==> src/design/evpip_pkg.sv <==
package evpip_pkg;

  // Store and coordinate sizing
  localparam int MAX_VERTICES = 256;
  localparam int COORD_BITS   = 24;
  localparam int ADDR_BITS    = $clog2(MAX_VERTICES);
  localparam int COUNT_BITS   = $clog2(MAX_VERTICES + 1);
  localparam int DIFF_BITS    = COORD_BITS + 1;
  localparam int PROD_BITS    = 2 * DIFF_BITS;
  localparam int ENTRY_BITS   = 2 * COORD_BITS + 1;

  // Command queue between front and back
  localparam int QUEUE_DEPTH     = 2;
  localparam int QUEUE_PTR_BITS  = $clog2(QUEUE_DEPTH);
  localparam int QUEUE_CNT_BITS  = $clog2(QUEUE_DEPTH + 1);

  // Opcodes
  localparam logic [1:0] OP_CLEAR  = 2'd0;
  localparam logic [1:0] OP_APPEND = 2'd1;
  localparam logic [1:0] OP_TEST   = 2'd2;
  localparam logic [1:0] OP_NONE   = 2'd3;

  // One queued command word
  typedef struct packed {
    logic [1:0]                   op;
    logic signed [COORD_BITS-1:0] a;
    logic signed [COORD_BITS-1:0] b;
    logic                         np;
  } cmd_t;

endpackage

==> src/design/evpip_queue.sv <==
module evpip_queue
  import evpip_pkg::*;
(
  input  logic clk,
  input  logic rst,
  input  logic push,
  input  cmd_t push_word,
  output logic full,
  input  logic pop,
  output logic pop_valid,
  output cmd_t pop_word
);

  cmd_t                      slots [QUEUE_DEPTH];
  logic [QUEUE_PTR_BITS-1:0] wr_ptr;
  logic [QUEUE_PTR_BITS-1:0] rd_ptr;
  logic [QUEUE_CNT_BITS-1:0] fill;

  assign full      = (fill == QUEUE_CNT_BITS'(QUEUE_DEPTH));
  assign pop_valid = (fill != '0);
  assign pop_word  = slots[rd_ptr];

  // Store pushed words
  always_ff @(posedge clk) begin
    if (push) begin
      slots[wr_ptr] <= push_word;
    end
  end

  // Advance pointers and fill level
  always_ff @(posedge clk) begin
    if (rst) begin
      wr_ptr <= '0;
      rd_ptr <= '0;
      fill   <= '0;
    end else begin
      if (push) begin
        wr_ptr <= (wr_ptr == QUEUE_PTR_BITS'(QUEUE_DEPTH - 1)) ? '0 : wr_ptr + 1'b1;
      end
      if (pop && pop_valid) begin
        rd_ptr <= (rd_ptr == QUEUE_PTR_BITS'(QUEUE_DEPTH - 1)) ? '0 : rd_ptr + 1'b1;
      end
      if (push && !(pop && pop_valid)) begin
        fill <= fill + 1'b1;
      end else if (!push && pop && pop_valid) begin
        fill <= fill - 1'b1;
      end
    end
  end

endmodule

==> config.mk <==
export PLATFORM = sky130hd
export DESIGN_NAME = evpip_queue
export DESIGN_NICKNAME = d
export VERILOG_FILES = /design/src/design/evpip_pkg.sv /design/src/design/evpip_queue.sv
export SDC_FILE = /design/constraint.sdc
export NUM_CORES = 1
export LEC_CHECK = 0
export BUFFER_PORTS_ARGS = -buffer_cell sky130_fd_sc_hd__buf_2
export CORE_MARGIN = 1.5
export CORE_UTILIZATION = 30
export CTS_BUF_LIST = sky130_fd_sc_hd__clkbuf_16
export DETAILED_ROUTE_END_ITERATION = 7
export PLACE_DENSITY_LB_ADDON = 0.2
export SLEW_MARGIN = 20
export SYNTH_ARGS = -nofsm -noshare
export SYNTH_HDL_FRONTEND = slang
export SYNTH_SLANG_ARGS = --single-unit
export TNS_END_PERCENT = 30
==> constraint.sdc <==
create_clock -name clk -period 8 [get_ports clk]
set_input_delay 0.4 -clock clk [delete_from_list [all_inputs] [get_ports clk]]
set_output_delay 0.4 -clock clk [all_outputs]
set_load 0.005 [all_outputs]
; ---- After elaboration in Yosys (flattened, before gate mapping)
; Memories as Yosys holds them, arrays and structs flattened. A register that Yosys moved wholly into a read port is not among the register bits.
; Cells that the tools add are included.
[totals]
out_inout_bits = 53
n_memories = 1
regBits = 4
in_bits = 55
word_cells = 25
mem_bits_rw = 102
[classes]
eq_ne = 1
add_sub_neg = 4
reduce_logical = 8
muxes = 8
[mem_list]
columns = name, words, width, read_ports, rd_clocked_by_memory_dff, write_ports, line
row1 = slots, 2, 51, 1, 1, 1, evpip_queue.sv:14  ; cmd_t slots [QUEUE_DEPTH];
[op_table]
columns = op, n
row1 = $mux 1, 6
row2 = $logic_and 1x1->1, 4
row3 = $mux 2, 2
row4 = $reduce_bool 2->1, 2
row5 = $add 1x1->1 const B, 2
row6 = $add 2x1->2 const B, 1
row7 = $eq 2x2->1 const B, 1
row8 = $logic_not 1->1, 2
row9 = $sub 2x1->2 const B, 1

; ---- Depth between registers and ports, before layout
; Gate-level depths: netlist (run 1).
[logic_depth]
word_depth = 5
ltp_mapped = 3
depth_no_buf = 3

; ---- Worst setup path before layout (run 1)
; Ideal clock, no wire load.
[synth_path]
path_kind = input to register
from = input push
to = memory slots[0][0] (netlist bit), enable pin
t_arrival_ns = 2.659
stages = 1
path_slack_ns = 4.875
path_buffers = 0
setup_ns = 0.466
required_ns = 7.534
cell_sequence = nor2b_1
[synth_via]
elab_chain_cells = 2
[synth_rtl]
columns = element, line
row1 = start: declaration, evpip_queue.sv:6  ; input logic push,
row2 = $mux 1, evpip_queue.sv:25  ; if (push) begin
row3 = $mux 1 (implied by the code), evpip_queue.sv:26  ; slots[wr_ptr] <= push_word;
row4 = end: declaration, evpip_queue.sv:14
; Every way passes these cells.

==> results by group, run 1 <==
Power
  – Peak supply drop: roughly 0.14 mV
  – Net Switching: 249 uW
  – Part of the total power dissipated in combinational logic: 0.092
  – Cell-internal power: ~920 uW
  – Switching portion of total power: 0.214
  – Total power divided by cell area: 237 nW/um2
  – Sequential fraction of design power: 0.567
  – Clk pwr share: 0.341
  – Leakage: 1.82 nW

Yosys
  – Simple-gate share of the synthesized area: 0.0188
  – Area share of the largest cell type after synthesis: 0.779
  – Area fraction in compound gates after synthesis: 0.00478
  – Top flip-flop cell by instance count after synthesis: edfxtp_1
  – Share of synthesized registers carrying an async set or reset: 0
  – Mux share of post-synthesis cell area: 0.152
  – Largest cells by area after synthesis: edfxtp_1 (78%), mux2_2 (15%), dfxtp_1 (2.5%)
  – Unique masters post-synth: 21
  – Number of enable flip-flop cells after synthesis: slightly above 100
  – Share of the synthesized netlist area taken by xor and xnor gates: 0.00446
  – Average footprint of a synthesized cell: approximately 21 um2
  – Synthesized instance count: 184
  – Netlist Area Pre-Place: between 3000 and 4000 um2
  – Number of register bits inferred by synthesis: 107
  – Seq/Total Area, Yosys: 0.805
  – Arithmetic-cell share of the synthesized area counting full adders, half adders and majority gates: 0
  – Main combinational cell family by area after synthesis: multiplexers
  – Library cell occupying the most area in the post-synthesis netlist: edfxtp_1
  – Synthesis warning total: 0
  – Post-synth net total: 239

CTS
  – Maximum clock path buffer count: 2
  – Post-cts gate resize count: 0
  – Post-CTS setup-driven buffer insertion count: 0
  – Number of sinks driven by the clock tree: 107
  – Clk_lat worst skew: 0.34 ns
  – Clock Pin Slew Worst Setup and Hold Paths: 0.07 ns
  – Number of buffers created by CTS: 9
  – CTS H-tree depth: 3
  – Clock tree from TritonCTS: built
  – CTS hold repair buffers: 0
  – Cell chosen for the clock root: clkbuf_16

STA
  – Pin slew with the least headroom to its limit: ~0.65 ns
  – Max Freq: 407 MHz
  – Final Max Tran Viols: 0
  – Worst Setup Slack, final: 5.54 ns
  – Summed negative setup slack over all endpoints: 0 ns
  – Worst clock skew: 0.00743 ns
  – Final period util: 0.307
  – RSZ-0062 raised after global routing: no
  – Total count of hold-check failures in the final report: 0
  – Slew headroom: 0.568
  – Final setup vio count: 0
  – Post-route minimum period: 2.46 ns

Placed design
  – Final GP Congestion: 0.634
  – Post-DP HPWL: 4410 um
  – Worst setup timing slack at the placement stage: 5.82 ns
  – Count of input and output buffers: 107

Die
  – Floorplan Core Area: 12,700 um2
  – DIE WIDTH: 117 um
  – I/O pin total: 108
  – Site Rows: 41
  – Effective utilization at floorplan: 0.309
  – Vertical die dimension: approximately 120 um
  – Total Die Area: 13,800 um2

Global route
  – Remaining Overflow, GRT: 0
  – Pin count of the biggest net entering global routing: 33
  – Initial antenna violation count: 1
  – GRT Resource Usage Total: 0.105
  – Via count of the first global-routing pass: 2,106
  – First-pass GRT wire length: 10,900 um

Drt
  – Via count of the routed design: between 1,500 and 2,000
  – Post-DRT Antenna Nets: 0
  – Per-cell routed wire length: 14.5 um
  – Number of vias per cell: 4.16
  – Post-route DRC: 0
  – Count of routing violations after the opening detailed-route iteration: slightly above 80
  – Detailed Routing Iterations Pass 1: 4
  – Wire length after detailed routing: approximately 6900 um

Run status
  – Run status: complete, no violations

Critical path
  – Sort of element at the end of the critical path: output pin
  – Capture point of the worst reg-to-reg path: slots[1][26]
  – Worst Path Required: ~7.6 ns
  – Cell depth of the worst flop-to-flop path: 2
  – Startpoint types: flop
  – Start-to-end type of the worst setup path: flop to output pin
  – Arrival time of the worst setup path: 2.06 ns
  – Max Fanout on Critical Path: 32
  – R2R Setup Slk: 6.24 ns
  – Reg2reg start: wr_ptr
  – Critical path endpoint: pop_word[31]

Final layout
  – Number of nets in the layout: ~350
  – Fraction of final layout cells with drive strength greater than 1: 0.602
  – Core utilization of the finished layout: 0.387
  – Area overhead of the layout relative to synthesis: 25.3%

Hold path
  – Hold Path Class: input port to flop
  – Min-Delay Startpoint: push_word[20]

Run
  – Max_cap viols: 0
## layer usage
metal,GRT usage,up-vias,part of all wire
li1,-,951,-
met1,0.134,956,0.46
met2,0.158,75,0.46
met3,0.0494,4,0.071
met4,0.0366,0,0.0075
met5,0,-,0
## through the flow
step	instances	cell area [um2]	power [mW]	hold WS (ns)
3_5_place_dp	460	4650	0.786	0.508
5_1_grt	476	4920	1.22	0.219
6_report	477	4920	1.17	0.242
3_3_place_gp	460	4650	0.784	0.487
2_1_floorplan	184	3930	0.731	0.472
4_1_cts	476	4920	1.19	0.222
## cell usage after synthesis, types with 2 or more instances
library cell,n
nor2_1,4
dfxtp_1,5
edfxtp_1,102
nor2b_1,2
mux2_2,51
buf_6,5
## worst max-delay path, stage by stage, from the launching register on
cell     delay (ns)
dfxtp_2        0.65
buf_4          0.51
mux2_2         0.41
buf_2          0.13
## cell usage in the layout, fill, tap and decap left out, types with 3 or more instances in the layout
cell type,count
dfxtp_1,4
nor2_1,4
buf_2,107
edfxtp_1,102
mux2_2,51
clkbuf_16,9
clkinv_2,3
buf_4,3
## power groups by stage
stage	Clock (mW)	Combinational [mW]	Sequential (mW)
detailed placement	0	0.112	0.674
global placement	0	0.111	0.673
CTS	0.416	0.112	0.662
global route	0.432	0.120	0.665
floorplan	0	0.0609	0.670
finish	0.397	0.108	0.661
## registers in the layout, summed over array words and instances, names as in the netlist, named ones only
register and cells:
fill 2, wr_ptr 1, rd_ptr 1, slots 102
## cells by family after synthesis
group	count (synthesis)
buf+inv	6
xor+xnor	2
flops	107
mux	53
compound gates	3
simple gates	13
## worst min-delay path by stage
| stage | endpoint | depth (start not counted) |
|---|---|---|
| floorplan | flop | 1 |
| global placement | rd_ptr | 2 |
| detailed placement | rd_ptr | 2 |
| CTS | slots[1][24] | 1 |
| global route | slots[0][0] | 1 |
| finish | slots[1][20] | 1 |
## area by class of cell
type	instances	area [um2]
antenna	1	2.50
clock buffer	9	225
timing repair buffer	110	558
tap	172	215
sequential	107	3160
fill	1240	7800
clock inverter	7	43.8
multi-input combinational	71	714
Note: power is estimated with default switching activity, not from simulation.
==> run 2: changes to the inputs <==
==> constraint.sdc (replaced) <==
create_clock -name clk -period 2.15 [get_ports clk]
set_input_delay 0.1075 -clock clk [delete_from_list [all_inputs] [get_ports clk]]
set_output_delay 0.1075 -clock clk [all_outputs]
set_load 0.005 [all_outputs]
==> results by group, run 2 (synthesis gave the netlist of run 1 again) <==
Critical path
  – Crit path max-delay cell type: mux2_2
  – Total buffers and inverters traversed by the critical path: 2 (unchanged)
  – Start-to-end type of the worst setup path: flop to output pin
  – Sort of element at the end of the critical path: output pin
  – Worst Path Required: 2.04 ns (-5.56 ns)
  – Critical path, cell by cell: buf_4, mux2_2, buf_2
  – Arrival time of the worst setup path: 1.54 ns (-0.52 ns)
  – Startpoint types: flop
  – Max Fanout on Critical Path: 26 (-19%)
  – Delay contributed by the slowest stage of the critical path: 0.39 ns (-0.26 ns)
  – R2R Setup Slk: 0.68 ns (-5.56 ns)
  – Largest delay contributor family on the critical path: buffers and inverters

Final layout
  – Number of nets in the layout: 409 (+16%)
  – Flip-flop count of the largest register after layout: 102 (unchanged)
  – Inserted Diodes: 0 (-1)
  – Commonest non-fill, non-tap cell in the layout: buf_2
  – Area overhead of the layout relative to synthesis: 40.6%
  – Top register by number of flip-flops: slots
  – Filler Cell Count: 1,212 (-2.3%)
  – Commonest cells after routing, fill and taps aside: buf_2 (107), edfxtp_1 (102), dlygate4sd3_1 (52)
  – Registers with the highest flip-flop counts: slots: 102 flops, fill: 2 flops
  – Fraction of final layout cells with drive strength greater than 1: 0.518 (-0.0839)

Global route
  – GRT Resource Usage Total: 0.115 (+0.00927)
  – Via count of the first global-routing pass: 2,350 (+12%)
  – Pin count of the biggest net entering global routing: 34 (+3.0%)
  – First-pass GRT wire length: 11,700 um (+7.5%)
  – Initial antenna violation count: 0 (-1)
  – Remaining Overflow, GRT: 0 (unchanged)

STA
  – Worst Setup Slack, final: 0.503 ns (-5.04 ns)
  – RSZ-0062 raised after global routing: no
  – Slew headroom: 0.678 (+0.110)
  – Summed negative setup slack over all endpoints: 0 ns (unchanged)
  – Total count of hold-check failures in the final report: 0 (unchanged)
  – Pin slew with the least headroom to its limit: 0.484 ns (-0.163 ns)
  – Max Freq: slightly above 600 MHz
  – Post-route minimum period: ~1.6 ns
  – Final period util: 0.766
  – Worst hold slack: 0.0909 ns (-0.151 ns)
  – Final Max Tran Viols: 0 (unchanged)
  – Worst clock skew: 0.00355 ns (-0.00387 ns)
  – Final setup vio count: 0 (unchanged)

CTS
  – Number of buffers created by CTS: 9 (unchanged)
  – Maximum clock path buffer count: 2 (unchanged)
  – Number of sinks driven by the clock tree: 107 (unchanged)
  – Clk_lat worst skew: 0.35 ns (about the same)
  – CTS H-tree depth: 3 (unchanged)
  – Clock tree from TritonCTS: built
  – Cell chosen for the clock root: clkbuf_16
  – Post-cts gate resize count: 0 (unchanged)
  – Clock Pin Slew Worst Setup and Hold Paths: 0.07 ns (about the same)

Die
  – Floorplan Core Area: 12,700 um2 (unchanged)
  – Effective utilization at floorplan: 0.309 (unchanged)
  – DIE WIDTH: 117 um (unchanged)
  – Vertical die dimension: 117 um (unchanged)
  – I/O pin total: 108 (unchanged)
  – Site Rows: 41 (unchanged)
  – Total Die Area: 13,800 um2 (unchanged)

Drt
  – Detailed Routing Iterations Pass 1: 4 (unchanged)
  – Post-route DRC: 0 (unchanged)
  – Number of vias per cell: 4.17 (about the same)
  – Post-DRT Antenna Nets: 0 (unchanged)
  – Count of routing violations after the opening detailed-route iteration: 87 (+4.8%)
  – Per-cell routed wire length: 13.8 um (-5.1%)
  – Via count of the routed design: 2,213 (+11%)
  – Wire length after detailed routing: 7310 um (+5.7%)

Placed design
  – Post-DP HPWL: 4370 um (-0.83%)
  – Final GP Congestion: 0.641 (+1.2%)
  – Count of input and output buffers: 107 (unchanged)
  – Worst setup timing slack at the placement stage: 0.625 ns (-5.19 ns)

Run
  – Max_cap viols: 0 (unchanged)

Power
  – Peak supply drop: 0.464 mV (+220%)
  – Sequential fraction of design power: 0.523 (-0.044)
  – Clk pwr share: 0.370 (+0.029)
  – Net Switching: 959 uW (+280%)
  – Part of the total power dissipated in combinational logic: 0.106 (+0.014)
  – Total power divided by cell area: 846 nW/um2 (+260%)
  – Switching portion of total power: 0.205 (-0.00865)
  – Cell-internal power: 3.72 mW (+310%)
  – Leakage: 2.07 nW (+14%)

Run status
  – Run status: complete, no violations

Hold path
  – Hold Path Class: input port to flop
==> run 2: repair_timing <==
item	in CTS	in global routing
buffers inserted	0	0
hold endpoints to repair	106	0
hold buffers	52	0
==> run 2: per-layer routing <==
metal  GRT usage  vias to the layer above  wire (um)
met5           0                        -          0
met4      0.0549                        0        148
met3      0.0436                       12        452
met2       0.176                       81       3420
met1       0.143                     1063       3290
li1            -                     1057          -
==> run 2: power by group through the flow <==
| stage | clock network, mW | logic, mW | registers (mW) |
|---|---|---|---|
| after CTS | 1.80 | 0.512 | 2.45 |
| after global placement | 0 | 0.432 | 2.49 |
| final | 1.73 | 0.497 | 2.45 |
| after floorplan | 0 | 0.227 | 2.49 |
| after global routing | 1.88 | 0.547 | 2.46 |
| after detailed placement | 0 | 0.434 | 2.50 |
==> run 2: cell type report <==
cell class	count	area, um2	share of cell area
flip-flops and latches	107	3160	0.573
repair buffers	165	1110	0.202
multi-input cells	71	714	0.129
clock buffers	9	225	0.0408
well taps	172	215	0.0389
clock inverters	7	92.6	0.0168
==> run 2: worst paths after layout <==
check | cells past startpoint | end | startpoint
worst max register to register | 2 | slots[1][16] | wr_ptr
worst max-delay path | 3 | pop_word[46] | flop
worst min register to register | 2 | rd_ptr | rd_ptr
worst min-delay path | 3 | wr_ptr | push
==> run 2: worst register-to-register path, delay by kind of cell (launching register included) <==
kind	cells	cell delay [ns]
DFF	1	0.40
and+or+nand+nor	1	0.44
buffers and inverters	1	0.32
==> run 2: stage by stage <==
step	power [mW]	utilization	cells	area [um2]
after floorplan	2.72	-	184	3930
after global placement	2.92	0.368	463	4690
after detailed placement	2.93	0.368	463	4690
after CTS	4.76	0.434	531	5530
after global routing	4.88	0.434	531	5530
final	4.68	0.434	531	5530
